## config.mk

```make
export PLATFORM = sky130hd
export DESIGN_NAME = spdq_cfg
export DESIGN_NICKNAME = d
export VERILOG_FILES = /design/src/hdl/spdq_pkg.sv /design/src/hdl/spdq_cfg.sv
export SDC_FILE = /design/constraint.sdc
export NUM_CORES = 1
export LEC_CHECK = 0
export BUFFER_PORTS_ARGS = -buffer_cell sky130_fd_sc_hd__buf_4
export CORE_MARGIN = 2
export CORE_UTILIZATION = 46
export CTS_BUF_LIST = sky130_fd_sc_hd__clkbuf_2
export DETAILED_ROUTE_END_ITERATION = 10
export PLACE_DENSITY = 0.72
export SLEW_MARGIN = 25
export SYNTH_ARGS = -nofsm -noshare
export SYNTH_HDL_FRONTEND = slang
export SYNTH_SLANG_ARGS = --single-unit
```

## constraint.sdc

```tcl
create_clock -name clk -period 1.65 [get_ports clk]
set_input_delay 0.33 -clock clk [delete_from_list [all_inputs] [get_ports clk]]
set_output_delay 0.33 -clock clk [all_outputs]
set_load 0.02 [all_outputs]
```

## src/hdl/spdq_pkg.sv

```systemverilog
// ----------------------------------------------------------------------------
// spdq_pkg: shared types and constants of the packet queue latency dropper.
// Holds the word field widths, the operation and register codes and the
// layout of one queue entry.
// ----------------------------------------------------------------------------
package spdq_pkg;

  localparam int KIND_W   = 2;
  localparam int STAMP_W  = 32;
  localparam int PRIO_W   = 2;
  localparam int HANDLE_W = 16;
  localparam int COUNT_W  = 9;
  localparam int THR_W    = 16;

  localparam int QUEUE_DEPTH = 256;

  localparam int CFG_IDX_W  = 3;
  localparam int CFG_DATA_W = 16;

  localparam logic [KIND_W-1:0] KIND_PUSH    = 2'd0;
  localparam logic [KIND_W-1:0] KIND_POP     = 2'd1;
  localparam logic [KIND_W-1:0] KIND_RESTART = 2'd2;

  localparam logic [CFG_IDX_W-1:0] REG_DROP_ENABLE = 3'd0;
  localparam logic [CFG_IDX_W-1:0] REG_DROP_AUDIO  = 3'd1;
  localparam logic [CFG_IDX_W-1:0] REG_BASE_THR    = 3'd2;
  localparam logic [CFG_IDX_W-1:0] REG_INTER_THR   = 3'd3;
  localparam logic [CFG_IDX_W-1:0] REG_KEY_THR     = 3'd4;

  typedef struct packed {
    logic [STAMP_W-1:0]  stamp;
    logic                vid;
    logic                aud;
    logic                key;
    logic [PRIO_W-1:0]   prio;
    logic [HANDLE_W-1:0] handle;
  } entry_t;

  typedef struct packed {
    logic             drop_enable;
    logic             drop_audio;
    logic [THR_W-1:0] base_thr;
    logic [THR_W-1:0] inter_thr;
    logic [THR_W-1:0] key_thr;
  } cfg_t;

endpackage

```

## src/hdl/spdq_cfg.sv

```systemverilog
// ----------------------------------------------------------------------------
// spdq_cfg: configuration registers of the packet queue.
// Decodes the write port and holds the drop controls and thresholds.
// ----------------------------------------------------------------------------
module spdq_cfg import spdq_pkg::*; (
  input  logic                  clk,
  input  logic                  rst,
  input  logic                  we,
  input  logic [CFG_IDX_W-1:0]  idx,
  input  logic [CFG_DATA_W-1:0] data,
  output cfg_t                  cfg
);

  always_ff @(posedge clk) begin
    if (rst) begin
      cfg.drop_enable <= 1'b1;
      cfg.drop_audio  <= 1'b0;
      cfg.base_thr    <= 16'd1000;
      cfg.inter_thr   <= 16'd2000;
      cfg.key_thr     <= 16'd3000;
    end else if (we) begin
      case (idx)
        REG_DROP_ENABLE: cfg.drop_enable <= data[0];
        REG_DROP_AUDIO:  cfg.drop_audio  <= data[0];
        REG_BASE_THR:    cfg.base_thr    <= data;
        REG_INTER_THR:   cfg.inter_thr   <= data;
        REG_KEY_THR:     cfg.key_thr     <= data;
        default: begin
        end
      endcase
    end
  end

endmodule

```

==> results of run 1 <==
==> layout make-up <==
class                           instances  area [sq um]
Clock buffer                            6          30.0
Clock inverter                          2          8.76
Fill cell                             409          1670
Multi-Input combinational cell        131           967
Sequential cell                        50          1000
Tap cell                               52          65.1
Timing Repair Buffer                   77           578
==> cells in the mapped netlist <==
master     instances  area [sq um]
buf_2              7          35.0
nor4bb_1           1          10.0
nand4b_1           1          8.76
and4bb_2           2          25.0
nand4bb_1          2          22.5
nor4b_1            1          8.76
mux2i_1           50           500
buf_4              1          7.51
nor2_1            30           113
clkbuf_2           1          5.00
and4b_1            1          10.0
dfxtp_1           50          1000
nand2b_1          43           269
buf_6              1          11.3
clkbuf_1           4          15.0
==> worst max path at each step <==
stage	start	to
floorplan	idx[2]	cfg[23]
global placement	rst	cfg[14]
detailed placement	idx[2]	cfg[23]
CTS	cfg[8]	cfg[8]
global route	cfg[26]	cfg[26]
finish	cfg[36]	cfg[36]
==> power by group <==
part	internal, uW	leakage, uW	switching [uW]
registers	1240	0.000405	14.0
logic	124	0.000806	124
clock network	104	0.0000304	365
total	1470	0.00124	503
==> stage by stage <==
stage,std cells,util [%],hold slack (ns),total power [uW]
final,318,61.3,0.161,1970
after global placement,310,60.4,0.461,1520
after detailed placement,310,60.4,0.460,1530
after CTS,318,61.3,0.126,1990
after global routing,318,61.3,0.120,2060
after floorplan,195,-,0.485,1410
==> routing by layer <==
layer,vias up,share of wire (%)
met1,668,47
met4,0,1.1
li1,787,-
met2,48,44
met3,6,7.6
met5,-,0
==> logic make-up (layout without fill, tap and decap cells) <==
group                  after synthesis  count (layout)  synth area share (%)
DFF                                 50              50                  49.0
muxes                               50              50                  24.5
and+or+nand+nor                     81              81                  22.9
buffers and inverters               14              85                  3.61
==> flow_summary.ini, run 1 <==
[pwr]
power.density_nw_per_um2 = 743
p_leak_uw = 0.00124
ir_drop_mv = 0.471

[min_path]
hold_class = primary input to flop
hp-start = data[6]
whs_path_depth = 3
min_to = cfg[6]

[finish]
top_register = cfg
layout-drive-gt1-share_pct = 32.3
fin_nets = 287
layout_commonest_cell = buf_4
largest_reg_flops = 50
num_antenna_cells = 0
final_cell_mix = buf_4 (77), mux2i_1 (50), dfxtp_1 (50)
syn_to_final_growth_pct = 29.8
reg_top3 = cfg x50
stdcell_area_sq_um = 2650

[drt]
viasPerCell = 4.75
drc = 0
vias = 1509
drt-total-wl_microns = 4190
post_drt_wl_per_cell_microns = 13.2
drtPass1Iterations = 2
drtAntennaViolNets = 0
drt_first_iter_violations = 50

[critical_path]
worstPathMaxFanout = 2
crit_family = flip-flops
rr_endpoint = cfg[36]
cp.depth = 1
cpMaxStageDelayCell = dfxtp_1
rr_startpoint = cfg[36]
max_stage_delay_ns = 0.41
r2r_cells = 2
arrival_ns = 0.97
crit_path_end_kind = primary output
reg2reg_slack_ns = 1.01
critPathLaunchType = flop
critical_path_class = flop to primary output
critPathRequiredTime_ns = 1.32
timing.critical_path.buf_inv = 1
cp_cell_sequence = buf_4

[timing]
fin_ws_ns = 0.353
setup_violations = 0
post-route-period-util_pct = 78.6
worst_slew_pin_slew_ns = 0.353
clock.fmax_mhz = 771
hold_viol = 0
min_period_ns = 1.30
rsz0062_at_grt = false
slew_violations = 0
setup_tns_ns = 0
slew_headroom_pct = 76.1
skew_ns = 0

[floorplan]
coreArea_sq_um = 4320
die-area_sq_um = 4990
rows = 24
start_util_pct = 47.2
ios = 72
die_w_microns = 70.6
die-height_microns = 70.6

[placement]
placed_area_sq_um = 2610
place.gp.congestion = 0.702
portBuffers = 71
dp_slack_ns = 0.406
hpwl_microns = 3060

[cts]
cts_root_buf = clkbuf_2
post_cts_resized = 0
cts_tree = done
path_clk_slew_ns = 0.23
cts_hold_buf = 0
htreeDepth = 2
numCtsBuffers = 5
post-cts-setup-buffers = 0
cts_buffer_depth = 2
cts.sinks = 50
clk_latency_ns = 0.41

[grt]
grt.overflow.total = 0
met3_usage_pct = 6.27
grt_usage_pct = 17.8
grt_use_met1_pct = 24.2
grt_max_degree = 26
grt.busiest_layer = met2
grt_first_pass_wirelength_microns = 7000
first_global_vias = 1430
antenna_found_initial = 0
met2_usage_pct = 26.9

[synthesis]
syn_avg_cell_area_sq_um = 10.5
syn-instance-count = 195
synth_nets = 217
synth_cell_types = 15
ys_seq_area_share_pct = 49.0
syn-cell-area_sq_um = 2040
synth_seq_cells = 50
yosysWarnings = 0

[run_status]
status = complete, no violations

[run]
max_cap_violations = 0
Note: power is estimated with default switching activity, not from simulation.
==> inputs of run 2 (changes only) <==
--- a/config.mk
+++ b/config.mk
@@ -5,12 +5,13 @@
 export SDC_FILE = /design/constraint.sdc
 export NUM_CORES = 1
 export LEC_CHECK = 0
+export ABC_AREA = 1
 export BUFFER_PORTS_ARGS = -buffer_cell sky130_fd_sc_hd__buf_4
 export CORE_MARGIN = 2
 export CORE_UTILIZATION = 46
 export CTS_BUF_LIST = sky130_fd_sc_hd__clkbuf_2
 export DETAILED_ROUTE_END_ITERATION = 10
-export PLACE_DENSITY = 0.72
+export PLACE_DENSITY = 0.75
 export SLEW_MARGIN = 25
 export SYNTH_ARGS = -nofsm -noshare
 export SYNTH_HDL_FRONTEND = slang
==> constraint.sdc (replaced) <==
create_clock -name clk -period 1.1 [get_ports clk]
set_input_delay 0.22 -clock clk [delete_from_list [all_inputs] [get_ports clk]]
set_output_delay 0.22 -clock clk [all_outputs]
set_load 0.02 [all_outputs]
==> flow_summary.ini, run 2 <==
[floorplan]
ios = 72
die_w_microns = 70.0
coreArea_sq_um = 4260
start_util_pct = 47.0
die-area_sq_um = 4900
rows = 24
die-height_microns = 70.0

[critical_path]
cp_cell_sequence = buf_6
critPathLaunchType = flop
rr_endpoint = cfg[13]
r2r_cells = 3
timing.critical_path.buf_inv = 1
worstPathMaxFanout = 2
critical_path_class = flop to primary output
critPathRequiredTime_ns = 0.88
max_stage_delay_ns = 0.42
cpMaxStageDelayCell = dfxtp_2
crit_path_end_kind = primary output
rr_startpoint = cfg[13]
arrival_ns = 1.00
crit_family = flip-flops
reg2reg_slack_ns = 0.37

[pwr]
total_power_uw = 3360
power.density_nw_per_um2 = 1080
p_leak_uw = 0.00150
ir_drop_mv = 0.757

[synthesis]
synth_seq_cells = 50
syn-instance-count = 277
yosysMostFrequentCell = nand2_1
yosys_most_used_dff = dfxtp_1
syn-cell-area_sq_um = 2010
synth_cell_types = 17
yosysTopAreaCell = dfxtp_1
syn_avg_cell_area_sq_um = 7.24
synth_nets = 299
synthTopCellsByCount = nand2_1 (72), nor2_1 (59), dfxtp_1 (50), nand3_1 (50), inv_1 (17)
yosysWarnings = 0
synthTopCellsByArea = dfxtp_1 (50%), nand2_1 (13%), nand3_1 (12%), nor2_1 (11%), inv_1 (3.2%)
ys_seq_area_share_pct = 49.9
async_flop_share_pct = 0
yosys.area.top_type_share_pct = 49.9
synth_edf_count = 0

[finish]
final_cell_mix = nand2_1 (72), nor2_1 (59), nand3_1 (50), dfxtp_2 (50), buf_6 (50)
layout-drive-gt1-share_pct = 43.9
top_register = cfg
layout_commonest_cell = nand2_1
reg_top3 = cfg x50
syn_to_final_growth_pct = 54.8
num_antenna_cells = 0
fin_nets = 397
largest_reg_flops = 50
stdcell_area_sq_um = 3100
fill_cells = 352

[drt]
drc = 0
vias = 2058
drtAntennaViolNets = 0
wl_met1_microns = 2280
drt-total-wl_microns = 5410
drt_first_iter_violations = 54
drtPass1Iterations = 4
post_drt_wl_per_cell_microns = 12.6
viasPerCell = 4.81
met2_length_microns = 2680
wl_met3_microns = 366
top_layer = met4

[timing]
post-route-period-util_pct = 111
skew_ns = 0
worst_slew_pin_slew_ns = 0.394
setup_violations = 50
slew_headroom_pct = 73.7
min_period_ns = 1.22
slew_violations = 0
hold_viol = 0
setup_tns_ns = -3.77
rsz0062_at_grt = true
fin_ws_ns = -0.118
clock.fmax_mhz = 821

[cts]
cts_root_buf = clkbuf_2
cts_buffer_depth = 2
path_clk_slew_ns = 0.29
htreeDepth = 2
cts.sinks = 50
numCtsBuffers = 5
clk_latency_ns = 0.44
cts_tree = done

[run]
max_cap_violations = 0

[min_path]
hold_class = primary input to flop
hp-start = data[15]
whs_path_depth = 5
min_to = cfg[47]

[grt]
grt_max_degree = 51
antenna_found_initial = 0
grt.overflow.total = 0
grt_usage_pct = 22.3
grt_first_pass_wirelength_microns = 8640
first_global_vias = 1956

[placement]
portBuffers = 71
placed_area_sq_um = 2610
place.gp.congestion = 0.788
hpwl_microns = 3730

[run_status]
status = finished, violations left
violations = negative setup slack
[run 2: changes by cell type in the layout (fill, tap and decap cells not counted), moves of 50 or more]
cell / delta
buf_6: +50
nand2_1: +72
nand3_1: +50
mux2i_1: -50
dfxtp_2: +50
dfxtp_1: -50
[run 2: stage by stage]
| stage | setup WS, ns | std cells | hold WS [ns] | util, % |
|---|---|---|---|---|
| 6_report | -0.118 | 428 | 0.125 | 72.8 |
| 5_1_grt | -0.181 | 428 | 0.0784 | 72.8 |
| 4_1_cts | -0.124 | 419 | 0.00435 | 71.2 |
| 3_5_place_dp | -0.0162 | 397 | 0.451 | 61.1 |
| 3_3_place_gp | 0.00525 | 397 | 0.442 | 61.1 |
| 2_1_floorplan | 0.234 | 277 | 0.333 | - |
[run 2: power breakdown]
| group | total [uW] | internal (uW) | switching (uW) |
|---|---|---|---|
| logic | 632 | 304 | 327 |
| registers | 1940 | 1890 | 46.9 |
| clock network | 789 | 169 | 620 |
[run 2: worst max-delay path by stage]
stage,startpoint,to,slack (ns),cells past startpoint
2_1_floorplan,idx[0],cfg[12],0.23,6
3_3_place_gp,idx[0],cfg[40],0.005,6
3_5_place_dp,idx[1],cfg[37],-0.02,6
4_1_cts,cfg[25],cfg[25],-0.12,1
5_1_grt,cfg[38],cfg[38],-0.18,1
6_report,cfg[25],cfg[25],-0.12,1
[run 2: metal layers]
| metal | track usage [%] | vias up |
|---|---|---|
| li1 | - | 1051 |
| met1 | 26.4 | 925 |
| met2 | 37.2 | 74 |
| met3 | 7.65 | 8 |
| met4 | 8.55 | 0 |
| met5 | 0 | - |
[run 2: timing repair]
| action | CTS | global route |
|---|---|---|
| gates resized for setup | 100 | 0 |
| hold endpoints to repair | 19 | 1 |
| hold buffers | 9 | 1 |
| endpoints found under the setup margin | 50 | 50 |
| buffers inserted | 5 | 8 |
[run 2: layout make-up]
cell class,instances,area (sq um),share of cell area (%)
clock buffers,5,25.0,0.806
clock inverters,3,25.0,0.806
inverters,19,71.3,2.30
repair buffers,104,1010,32.4
well taps,52,65.1,2.10
flip-flops and latches,50,1060,34.3
multi-input cells,195,848,27.3
[run 2: kinds of logic after synthesis]
group / synth area share (%)
AO/OA/AOI/OAI: 0.499
buffers and inverters: 7.80
flip-flops: 49.9
AND/OR/NAND/NOR: 41.8
==> inputs of run 3 (changes only) <==
--- a/config.mk
+++ b/config.mk
@@ -8,10 +8,10 @@
 export ABC_AREA = 1
 export BUFFER_PORTS_ARGS = -buffer_cell sky130_fd_sc_hd__buf_4
 export CORE_MARGIN = 2
-export CORE_UTILIZATION = 46
+export CORE_UTILIZATION = 36
 export CTS_BUF_LIST = sky130_fd_sc_hd__clkbuf_2
 export DETAILED_ROUTE_END_ITERATION = 10
-export PLACE_DENSITY = 0.75
+export PLACE_DENSITY = 0.6
 export SLEW_MARGIN = 25
 export SYNTH_ARGS = -nofsm -noshare
 export SYNTH_HDL_FRONTEND = slang
==> flow_summary.ini, run 3 (synthesized netlist as in run 2, its figures left out) <==
[critical_path]
crit_path_end_kind = primary output
critPathLaunchType = flop
arrival_ns = 0.93
timing.critical_path.buf_inv = 1
critPathRequiredTime_ns = 0.88
cp.depth = 1
reg2reg_slack_ns = 0.37
crit_family = flip-flops
cp_cell_sequence = buf_6
worstPathMaxFanout = 2
critical_path_class = flop to primary output
cpMaxStageDelayCell = dfxtp_2
max_stage_delay_ns = 0.40
r2r_cells = 3

[floorplan]
die-area_sq_um = 6180
coreArea_sq_um = 5440
start_util_pct = 36.9
rows = 27
ios = 72
die_w_microns = 78.6
die-height_microns = 78.6

[finish]
reg_top3 = cfg x50
num_antenna_cells = 0
top_register = cfg
fill_cells = 532
layout-drive-gt1-share_pct = 43.9
largest_reg_flops = 50
layout_commonest_cell = nand2_1
syn_to_final_growth_pct = 55.1
fin_nets = 392
final_cell_mix = nand2_1 (72), nor2_1 (59), nand3_1 (50), dfxtp_2 (50), buf_6 (50)

[drt]
vias = 2041
viasPerCell = 4.61
drc = 0
drtAntennaViolNets = 0
wl_met3_microns = 307
drt-total-wl_microns = 5570
wl_met1_microns = 2510
top_layer = met4
met2_length_microns = 2710
drtPass1Iterations = 4
drt_first_iter_violations = 86
post_drt_wl_per_cell_microns = 12.6

[cts]
clk_latency_ns = 0.41
htreeDepth = 2
numCtsBuffers = 5
cts_buffer_depth = 2
cts_root_buf = clkbuf_2
cts_tree = done
cts.sinks = 50
path_clk_slew_ns = 0.23

[pwr]
p_switching_uw = 927
power.density_nw_per_um2 = 1130
p_sw_share_pct = 26.3
p_clk_share_pct = 27.1
p_seq_share_pct = 55.0
total_power_uw = 3520
ir_drop_mv = 0.633
p_leak_uw = 0.00150
p_int_uw = 2590
p_comb_share_pct = 17.8

[placement]
dp_slack_ns = -0.0574
hpwl_microns = 3940
place.gp.congestion = 0.778
portBuffers = 71

[timing]
setup_violations = 50
clock.fmax_mhz = 868
skew_ns = 0
hold_viol = 0
slew_violations = 0
fin_ws_ns = -0.0514
worst_slew_pin_slew_ns = 0.419
rsz0062_at_grt = true
post-route-period-util_pct = 105
min_period_ns = 1.15
slew_headroom_pct = 72.0

[min_path]
hold_class = primary input to flop
whs_path_depth = 3

[grt]
grt_max_degree = 51
grt_first_pass_wirelength_microns = 9000
antenna_found_initial = 0
grt_usage_pct = 18.6
first_global_vias = 1907
grt.overflow.total = 0

[run_status]
status = finished, violations left
violations = negative setup slack

[run]
max_cap_violations = 0
[run 3: final timing paths]
path | from | end
worst min register to register | cfg[25] | cfg[25]
worst max register to register | cfg[9] | cfg[9]
worst max-delay path | cfg[9] | cfg[9]
worst min-delay path | data[4] | cfg[4]
[run 3: power by group through the flow]
stage / combinational, uW / sequential, uW / clock [uW]
2_1_floorplan: 225 / 2030 / 0
3_3_place_gp: 543 / 1950 / 0
3_5_place_dp: 549 / 1950 / 0
4_1_cts: 614 / 1940 / 985
5_1_grt: 684 / 1950 / 1060
6_report: 627 / 1940 / 955
[run 3: metal layers]
metal,global-route usage (%),vias up
met1,23.9,941
met4,3.16,0
met2,31.7,55
li1,-,1040
met5,0,-
met3,4.94,5
[run 3: area by class of cell]
class                      instances  area, sq um  area share [%]
sequential                        50         1060            34.2
timing repair buffer              99          973            31.3
multi-input combinational        195          848            27.3
tap                               72         90.1            2.90
inverter                          19         71.3            2.29
clock buffer                       7         35.0            1.13
clock inverter                     1         30.0           0.965
[run 3: timing repair]
item / CTS / global route
endpoints found under the hold margin: 8 / 4
gates resized for setup: 100 / 0
setup buffers: 6 / 5
endpoints found under the setup margin: 50 / 50
hold buffers: 5 / 2
[run 3: stage by stage]
step / hold slack, ns / util (%) / std cells / TNS, ns / instance area (sq um)
2_1_floorplan: 0.333 / - / 277 / 0 / 2010
5_1_grt: 0.00634 / 57.2 / 443 / -5.32 / 3110
3_5_place_dp: 0.444 / 48.6 / 417 / -0.700 / 2640
6_report: 0.0274 / 57.2 / 443 / -1.65 / 3110
4_1_cts: 0.00322 / 56.2 / 436 / -2.84 / 3050
3_3_place_gp: 0.441 / 48.6 / 417 / -0.00962 / 2640
